==> config.mk <==
export PLATFORM = sky130hd
export DESIGN_NAME = tccw_front
export DESIGN_NICKNAME = d
export VERILOG_FILES = /design/src/rtl/tccw_pkg.sv /design/src/rtl/tccw_front.sv
export SDC_FILE = /design/constraint.sdc
export NUM_CORES = 1
export LEC_CHECK = 0
export BUFFER_PORTS_ARGS = -buffer_cell sky130_fd_sc_hd__buf_4
export CORE_AREA = 2 2 39 41
export DETAILED_ROUTE_END_ITERATION = 6
export DIE_AREA = 0 0 41 43
export PLACE_DENSITY = 0.6
export SLEW_MARGIN = 10
export SYNTH_ARGS = -nofsm -noshare
export SYNTH_HDL_FRONTEND = slang
export SYNTH_SLANG_ARGS = --single-unit
export TNS_END_PERCENT = 30
==> constraint.sdc <==
create_clock -name vclk -period 1
set_clock_uncertainty 0.2 [all_clocks]
set_input_delay 0.15 -clock vclk [all_inputs]
set_output_delay 0.15 -clock vclk [all_outputs]
set_load 0.02 [all_outputs]
==> src/rtl/tccw_pkg.sv <==
// Shared types and constants of the text console character writer.
package tccw_pkg;

    // Opcodes carried in the op field of an input word
    localparam logic [1:0] OP_PUT   = 2'd0;
    localparam logic [1:0] OP_CLEAR = 2'd1;
    localparam logic [1:0] OP_READ  = 2'd2;

    localparam logic [7:0]  CH_NEWLINE  = 8'h0A;
    localparam logic [7:0]  CH_BLANK    = 8'h20;
    localparam logic [7:0]  RESET_COLOR = 8'h0F;
    localparam logic [15:0] RESET_CELL  = {RESET_COLOR, CH_BLANK};

    localparam int unsigned OP_W   = 2;
    localparam int unsigned CH_W   = 8;
    localparam int unsigned RADDR_W = 11;
    localparam int unsigned POS_W  = 11;
    localparam int unsigned CELL_W = 16;
    localparam int unsigned IN_TDATA_W  = 24;
    localparam int unsigned OUT_TDATA_W = 32;

    localparam int unsigned Q_PTR_W = 1;
    localparam int unsigned Q_DEPTH = 2 ** Q_PTR_W;

    typedef enum logic [2:0] {
        KIND_PUT,
        KIND_NEWLINE,
        KIND_CLEAR,
        KIND_READ,
        KIND_NOP
    } t_kind;

    typedef struct packed {
        t_kind              kind;
        logic [CH_W-1:0]    ch;
        logic [RADDR_W-1:0] addr;
    } t_cmd;

    typedef enum logic [2:0] {
        ST_INIT,
        ST_IDLE,
        ST_EXEC,
        ST_SCROLL,
        ST_CLEAR,
        ST_READ
    } t_bstate;

endpackage

==> src/rtl/tccw_front.sv <==
// Front end: accept input words and classify them into commands.
module tccw_front #(
    parameter int COLS = 80,
    parameter int ROWS = 25
) (
    input  logic                               i_valid,
    output logic                               o_ready,
    input  logic [tccw_pkg::IN_TDATA_W-1:0]    i_data,
    input  logic                               i_init_busy,
    input  logic                               i_q_full,
    output logic                               o_push,
    output tccw_pkg::t_cmd                     o_cmd
);

    localparam int unsigned CELLS = COLS * ROWS;

    logic [tccw_pkg::OP_W-1:0]    in_op;
    logic [tccw_pkg::CH_W-1:0]    in_ch;
    logic [tccw_pkg::RADDR_W-1:0] in_addr;

    assign in_op   = i_data[1:0];
    assign in_ch   = i_data[9:2];
    assign in_addr = i_data[20:10];

    // Hold off while the screen is being swept after reset
    assign o_ready = !i_q_full && !i_init_busy;
    assign o_push  = i_valid && o_ready;

    always_comb begin
        o_cmd.ch   = in_ch;
        o_cmd.addr = in_addr;
        unique case (in_op)
            tccw_pkg::OP_PUT: begin
                o_cmd.kind = (in_ch == tccw_pkg::CH_NEWLINE) ? tccw_pkg::KIND_NEWLINE
                                                             : tccw_pkg::KIND_PUT;
            end
            tccw_pkg::OP_CLEAR: begin
                o_cmd.kind = tccw_pkg::KIND_CLEAR;
            end
            tccw_pkg::OP_READ: begin
                o_cmd.kind = (32'(in_addr) < 32'(CELLS)) ? tccw_pkg::KIND_READ
                                                         : tccw_pkg::KIND_NOP;
            end
            default: begin
                o_cmd.kind = tccw_pkg::KIND_NOP;
            end
        endcase
    end

endmodule

==> flow_metrics.py <==
metrics = {
    "synth": {
        "syn_avg_cell_area_um2": 7.27,
        "synthAdderAreaFrac": 0,
        "ys_types": 11,
        "synth.cell_area_um2": 233,
        "yosys.area_share.simple": 0.220,
        "yosysTopAreaCellShare": 0.613,
        "syn_inst": 32,
        "synth.yosys.seq_area_share": 0,
        "synth_common_cells": "buf_4 (19), o21ai_0 (3), and2_1 (2)",
        "synth_most_common_cell": "buf_4",
        "yosysTopAreaCell": "buf_4",
        "synth-xor-area-share": 0,
        "synth.area.mux_share": 0,
        "synth_top_family_by_area": "buffers and inverters",
        "syn_nets": 59,
        "yosysWarnings": 0,
        "synth_compound_area_frac": 0.151,
        "synthTopCellsByArea": "buf_4 (61%), o21ai_0 (6.5%), and2_1 (5.4%), and4bb_2 (5.4%), nor4_2 (5.4%)",
    },
    "final_layout": {
        "n_sequential_cell": 0,
        "filler_cell_count": 155,
        "fin_nets": 87,
        "n_clock_buffer": 0,
        "regArea_um2": 0,
        "finalInstanceArea_um2": 515,
        "num_antenna_cells": 0,
        "layout-drive-gt1-share": 0.897,
        "final_core_util": 0.373,
        "area_growth_pct": 122,
        "multi_input_comb_area_um2": 120,
    },
    "place": {
        "place_congestion": 0.586,
        "place_hpwl_um": 647,
        "dpl_cell_area_um2": 449,
        "portBuffers": 40,
    },
    "sta": {
        "hold_viol": 0,
        "tightest_slew_ps": 213,
        "relSlewSlack": 0.857,
        "fmax_ghz": 0.776,
        "setup_viol": 3,
        "fin_ws_ps": -288,
        "fin_setup_tns_ps": -565,
        "slew_violations": 0,
        "grt_setup_unrepaired": "yes",
        "period_share": 1.29,
        "final.min_clock_period_ps": 1290,
    },
    "worst_setup_path": {
        "critical_path_class": "primary input to output port",
        "start_kind": "primary input",
        "required_ps": 650,
        "cp_max_fo": 2,
        "cp.arrival_ps": 940,
        "worstSetupEndpointType": "output port",
    },
    "detailed_routing": {
        "postRouteWirelength_um": 702,
        "vias": 295,
        "met3_length_um": 100,
        "drt-initial-drc-count": 0,
        "wl_met1_um": 220,
        "routed_wire_length_per_instance_um": 9.49,
        "met2WireLength_um": 381,
        "firstDrtPassIters": 1,
        "drtAntennaViolNets": 0,
        "via_per_inst": 3.99,
        "drc_errors": 0,
        "top_layer_used": "met3",
    },
    "power": {
        "p_per_area_nw_per_um2": 492,
        "p_leak_nw": 0.261,
        "ir_worst_vdd_mv": 0.168,
        "finalPower_mw": 0.254,
    },
    "global_route": {
        "grt_pass1_vias": 262,
        "antenna_found_initial": 0,
        "grt.total_usage": 0.0769,
        "grt_start_max_net_pins": 5,
        "grt_first_pass_wirelength_um": 1040,
        "grt.overflow.total": 0,
    },
    "run_status": {
        "outcome": "complete, but fails checks",
        "violations": "negative setup slack",
    },
    "die": {
        "coreArea_um2": 1380,
        "initial_core_util": 0.168,
        "fp.dieArea_um2": 1760,
        "io_pins": 51,
        "fp-row-count": 14,
        "die_w_um": 41,
        "dieHeight_um": 43,
    },
    "hold_path": {
        "hold_path_class": "primary input to output port",
    },
    "job": {
        "drv_cap": 0,
    },
    "clocking": {
        "cts_hold_buffers": 0,
    },
}
==> area by class of cell <==
type,instances,area share
Inverter,1,0.00728
Timing Repair Buffer,45,0.721
Tap cell,16,0.0388
Multi-Input combinational cell,12,0.233
==> critical path, stage by stage <==
cell and delay, ps:
buf_6 100, nor4_4 270, nand2_2 100, o31ai_4 180, buf_6 140
==> power by group <==
part           internal, mW  switching [mW]
logic                 0.141           0.113
clock network             0               0
registers                 0               0
total                 0.141           0.113
==> cells in the final DEF, fill, tap and decap left out <==
cell / instances
and2_1: 1
nor2_4: 1
nand2_2: 1
o21ai_1: 2
inv_1: 1
o21ai_2: 1
o211ai_1: 1
and4bb_2: 1
buf_6: 9
and2_4: 1
nor4_4: 1
o31ai_4: 1
nand4_1: 1
buf_4: 36
==> routing by layer <==
layer	vias up	track usage
met1	124	0.0886
met4	0	0
met2	28	0.147
met3	0	0.0105
met5	-	0
li1	143	-
==> final timing paths <==
| kind | start | end | slack (ps) | cells past startpoint |
|---|---|---|---|---|
| setup / recovery | i_data[7] | o_cmd[19] | -290 | 5 |
| hold / removal | i_data[12] | o_cmd[2] | 100 | 0 |
==> kinds of logic after synthesis <==
kind of cell / count (synthesis)
AND/OR/NAND/NOR: 7
AO/OA/AOI/OAI: 5
buffers and inverters: 20
==> per-stage QoR <==
stage | setup slack, ps | instances | hold slack [ps]
after floorplan | -129 | 32 | 175
after global placement | -377 | 73 | 100
after detailed placement | -369 | 73 | 100
after CTS | -321 | 73 | 100
after global routing | -353 | 74 | 100
final | -288 | 74 | 100
==> repair_timing <==
| action | CTS | global route |
|---|---|---|
| gates resized for setup | 11 | 6 |
| endpoints found under the setup margin | 3 | 4 |
| buffers inserted | 0 | 1 |
| pin swaps | 4 | 4 |
Power figures use the tool's default switching activity.
