--- config.mk ---
export PLATFORM = sky130hd
export DESIGN_NAME = tccw_queue
export DESIGN_NICKNAME = d
export VERILOG_FILES = /design/src/rtl/tccw_pkg.sv /design/src/rtl/tccw_queue.sv
export SDC_FILE = /design/constraint.sdc
export NUM_CORES = 1
export LEC_CHECK = 0
export BUFFER_PORTS_ARGS = -buffer_cell sky130_fd_sc_hd__buf_2
export CAP_MARGIN = 30
export CORE_MARGIN = 10
export CORE_UTILIZATION = 45
export CTS_BUF_LIST = sky130_fd_sc_hd__clkbuf_16
export CTS_CLUSTER_DIAMETER = 50
export DETAILED_ROUTE_END_ITERATION = 7
export HOLD_SLACK_MARGIN = 0.06
export PLACE_DENSITY = 0.79
export SLEW_MARGIN = 25
export SYNTH_ARGS = -nofsm -noshare
export SYNTH_HDL_FRONTEND = slang
export SYNTH_SLANG_ARGS = --single-unit
--- constraint.sdc ---
create_clock -name i_clk -period 2.03 [get_ports i_clk]
set_input_delay 0.5075 -clock i_clk [delete_from_list [all_inputs] [get_ports i_clk]]
set_output_delay 0.5075 -clock i_clk [all_outputs]
set_load 0.02 [all_outputs]
--- src/rtl/tccw_pkg.sv ---
// Shared types and constants of the text console character writer.
package tccw_pkg;

    // Opcodes carried in the op field of an input word
    localparam logic [1:0] OP_PUT   = 2'd0;
    localparam logic [1:0] OP_CLEAR = 2'd1;
    localparam logic [1:0] OP_READ  = 2'd2;

    localparam logic [7:0]  CH_NEWLINE  = 8'h0A;
    localparam logic [7:0]  CH_BLANK    = 8'h20;
    localparam logic [7:0]  RESET_COLOR = 8'h0F;
    localparam logic [15:0] RESET_CELL  = {RESET_COLOR, CH_BLANK};

    localparam int unsigned OP_W   = 2;
    localparam int unsigned CH_W   = 8;
    localparam int unsigned RADDR_W = 11;
    localparam int unsigned POS_W  = 11;
    localparam int unsigned CELL_W = 16;
    localparam int unsigned IN_TDATA_W  = 24;
    localparam int unsigned OUT_TDATA_W = 32;

    localparam int unsigned Q_PTR_W = 1;
    localparam int unsigned Q_DEPTH = 2 ** Q_PTR_W;

    typedef enum logic [2:0] {
        KIND_PUT,
        KIND_NEWLINE,
        KIND_CLEAR,
        KIND_READ,
        KIND_NOP
    } t_kind;

    typedef struct packed {
        t_kind              kind;
        logic [CH_W-1:0]    ch;
        logic [RADDR_W-1:0] addr;
    } t_cmd;

    typedef enum logic [2:0] {
        ST_INIT,
        ST_IDLE,
        ST_EXEC,
        ST_SCROLL,
        ST_CLEAR,
        ST_READ
    } t_bstate;

endpackage

--- src/rtl/tccw_queue.sv ---
// Short command queue between front end and back end.
module tccw_queue (
    input  logic           i_clk,
    input  logic           i_rst_n,
    input  logic           i_push,
    input  tccw_pkg::t_cmd i_cmd,
    output logic           o_full,
    input  logic           i_pop,
    output logic           o_empty,
    output tccw_pkg::t_cmd o_cmd
);

    tccw_pkg::t_cmd                r_data [tccw_pkg::Q_DEPTH];
    logic [tccw_pkg::Q_PTR_W-1:0] r_wr_ptr;
    logic [tccw_pkg::Q_PTR_W-1:0] r_rd_ptr;
    logic [tccw_pkg::Q_PTR_W:0]   r_count;
    logic [tccw_pkg::Q_PTR_W-1:0] n_wr_ptr;
    logic [tccw_pkg::Q_PTR_W-1:0] n_rd_ptr;
    logic [tccw_pkg::Q_PTR_W:0]   n_count;

    assign o_full  = (r_count == (tccw_pkg::Q_PTR_W+1)'(tccw_pkg::Q_DEPTH));
    assign o_empty = (r_count == '0);
    assign o_cmd   = r_data[r_rd_ptr];

    always_comb begin
        n_wr_ptr = i_push ? r_wr_ptr + 1'b1 : r_wr_ptr;
        n_rd_ptr = i_pop  ? r_rd_ptr + 1'b1 : r_rd_ptr;
        n_count  = r_count;
        if (i_push && !i_pop) begin
            n_count = r_count + 1'b1;
        end else if (!i_push && i_pop) begin
            n_count = r_count - 1'b1;
        end
    end

    always_ff @(posedge i_clk) begin
        if (!i_rst_n) begin
            r_wr_ptr <= '0;
            r_rd_ptr <= '0;
            r_count  <= '0;
        end else begin
            r_wr_ptr <= n_wr_ptr;
            r_rd_ptr <= n_rd_ptr;
            r_count  <= n_count;
        end
    end

    always_ff @(posedge i_clk) begin
        if (i_push) begin
            r_data[r_wr_ptr] <= i_cmd;
        end
    end

endmodule

==> metrics.md <==
| Metric | Value |
|---|---|
| Initial drt markers | `39` |
| Met1 Wirelength | `1220 microns` |
| Synth unique cells | `16` |
| Total track usage | `0.0931` |
| # IOs | `50` |
| FILL cells | `290` |
| # rows | `22` |
| Asr flop ratio synth | `0` |
| WP depth | `3` |
| Crit path buf inv count | `2` |
| Initial antenna violation count | `0` |
| Post-synth EDFFs | `44` |
| Area grow syn2layout | `27.1%` |
| Synth top area share | `0.735` |
| Clk_lat worst skew | `280 ps` |
| Worst hold start | `i_cmd[8]` |
| CP required | `1520 ps` |
| Yosys top cell by area | `edfxtp_1` |
| Finished Layout Cells | `198` |
| Synthesis-stage register bit count | `49` |
| Rel. slew slack | `0.848` |
| Max IR drop VDD | `684 uV` |
| Fin. Hold Viols | `0` |
| WL/cell | `16.7 microns` |
| H-Tree Level Count | `2` |
| Clock-pin transition on the worst setup and hold timing paths | `60 ps` |
| # clock sinks | `49` |
| CP endpoint | `o_cmd[9]` |
| Inserted Clock Buffers | `5` |
| Clock Tree Buf Depth | `2` |
| Initial core utilization | `0.477` |
| First-pass GRT wire length | `5110 microns` |
| CP max FO | `17` |
| Dpl cells | `190` |
| Syn_area_per_cell | `20.0 sq um` |
| Worst R2R Path Depth | `3` |
| Vias per cell | `4.77` |
| Nature of the critical path endpoint | `output port` |
| RSZ-0062 raised after global routing | `no` |
| Pre-antenna DRT Iters | `4` |
| Final ANT Viol Nets | `0` |
| Largest net degree at the start of global routing | `18` |
| # diodes | `0` |
| Die height | `83.2 microns` |
| Min-delay worst type | `input pin to flip-flop` |
| Crit path cell chain | `buf_12, mux2_2, buf_2` |
| Post-layout net count | `176` |
| Routed vias | `944` |
| Layout Utilization | `0.606` |
| Number of buffers added on ports | `49` |
| Mapped Nets | `117` |
| Reg2reg end | `r_count[1]` |
| Fin worst setup slack | `150 ps` |
| Critical Setup Path Class | `flip-flop to output port` |
| Post-CTS Hold Fix Bufs | `0` |
| Slowest stage delay, CP | `410 ps` |
| Critical path's top delay family | `flip-flops` |
| Dpl hpwl | `2580 microns` |
| Reg2reg start | `r_count[0]` |
| Core area | `3770 sq um` |
| Fmax | `532 MHz` |
| Pre-CTS WS | `332 ps` |
| Slew Limit Fails | `0` |
| Worst Setup Start Kind | `flip-flop` |
| Total negative slack | `0 ps` |
| Postcts setup bufs | `0` |
| Routability cong. | `0.679` |
| Most frequent cell after synthesis | `edfxtp_1` |
| CTS tree | `built` |
| Final Setup Violations | `0` |
| Syn Inst Count | `90` |
| Grt ovf | `0` |
| Primary FF master, synth | `edfxtp_1` |
| Sequential share of the synthesized area | `0.791` |
| Met2 routed WL | `1840 microns` |
| Routed met3 length | `229 microns` |
| Status | `finished clean` |
| Slew @ Worst Pin | `226 ps` |
| Remaining DRCs | `0` |
| Cell Pwr Density | `973 nW/um^2` |
| Die area | `6920 sq um` |
| Top sig layer | `met4` |
| Post-Syn Area | `1800 sq um` |
| Max-Cap Viols | `0` |
| Overall routed net length | `3310 microns` |
| Post-route clock period utilization | `0.926` |
| Min Clock Period, post-route | `1880 ps` |
| Worst Skew | `5.67 ps` |
| Ratio of cells with drive above 1 in the final layout | `0.573` |
| Post-synth top cells | `44 x edfxtp_1, 22 x mux2_2, 5 x dfxtp_1, 4 x and2_1` |
| Vias in the first global route | `1,016` |
| Slowest CP cell | `dfxtp_2` |
| Clock root buffer | `clkbuf_16` |
| DIE WIDTH | `83.2 microns` |
| Arr. time, crit path | `1370 ps` |
| Top area cells in the synthesized netlist | `edfxtp_1 73%, mux2_2 14%, dfxtp_1 5.6%, and2_1 1.4%, xor2_1 0.97%` |
| Synth Warn # | `0` |
| Leakage | `0.893 nW` |
| Reg2Reg Setup Slack | `940 ps` |
kinds of logic (layout without fill, tap and decap cells):
group,Yosys count,in the layout,synth area share
buffers and inverters,3,63,0.00765
XOR/XNOR,3,3,0.0146
multiplexers,22,22,0.138
AND/OR/NAND/NOR,9,9,0.0313
flip-flops,49,49,0.791
adder cells (fa/ha/maj),1,1,0.00696
AO/OA/AOI/OAI,3,3,0.0111
registers in the layout, summed over array words and instances (netlist names), named ones only:
name,cells
r_wr_ptr,1
r_data,44
r_rd_ptr,1
r_count,2
layout by cell type, fill, tap and decap left out, drive strengths merged:
master | Yosys | final
a21boi | 1 | 1
and2 | 4 | 4
and2b | 1 | 1
buf | 2 | 54
clkbuf | 0 | 5
clkinv | 0 | 2
dfxtp | 5 | 5
edfxtp | 44 | 44
ha | 1 | 1
inv | 1 | 2
mux2 | 22 | 22
nor2 | 1 | 1
nor2b | 2 | 2
o21a | 1 | 1
o21ai | 1 | 1
or3 | 1 | 1
xnor2 | 1 | 1
xor2 | 2 | 2
worst min path at each step:
stage | to | slack (ps) | depth (start not counted)
finish | r_data[0][8] | 410 | 1
detailed placement | r_count[1] | 570 | 2
CTS | r_data[0][8] | 410 | 1
floorplan | r_count[1] | 470 | 2
global placement | r_count[1] | 480 | 2
global route | r_data[1][15] | 410 | 1
timing repair:
item / CTS / global route
hold endpoints to repair: 0 / 0
resized for setup: 0 / 1
endpoints found under the setup margin: 0 / 10
power by group:
part	leakage (nW)	internal, mW	switching, mW	total (mW)
sequential	0.455	1.16	0.0235	1.19
combinational	0.363	0.130	0.159	0.289
clock	0.0748	0.446	0.302	0.748
metrics by stage:
step / instance area (sq um) / power [mW] / hold slack [ps]
after floorplan: 1800 / 1.38 / 466
after global placement: 2150 / 1.49 / 478
after detailed placement: 2150 / 1.50 / 572
after CTS: 2280 / 2.26 / 405
after global routing: 2290 / 2.32 / 407
final: 2290 / 2.22 / 413
area by class of cell:
type	count	area [sq um]	area share
clock buffer	5	125	0.0547
clock inverter	3	13.8	0.00602
inverter	1	3.75	0.00164
multi-input combinational	38	365	0.160
sequential	49	1420	0.622
tap	48	60.1	0.0263
timing repair buffer	54	295	0.129
routing by layer:
layer | vias to the layer above | track usage
met3 | 3 | 0.0488
met1 | 449 | 0.0870
met4 | 0 | 0.0277
li1 | 463 | -
met5 | - | 0
met2 | 29 | 0.170
Note: power is estimated with default switching activity, not from simulation.
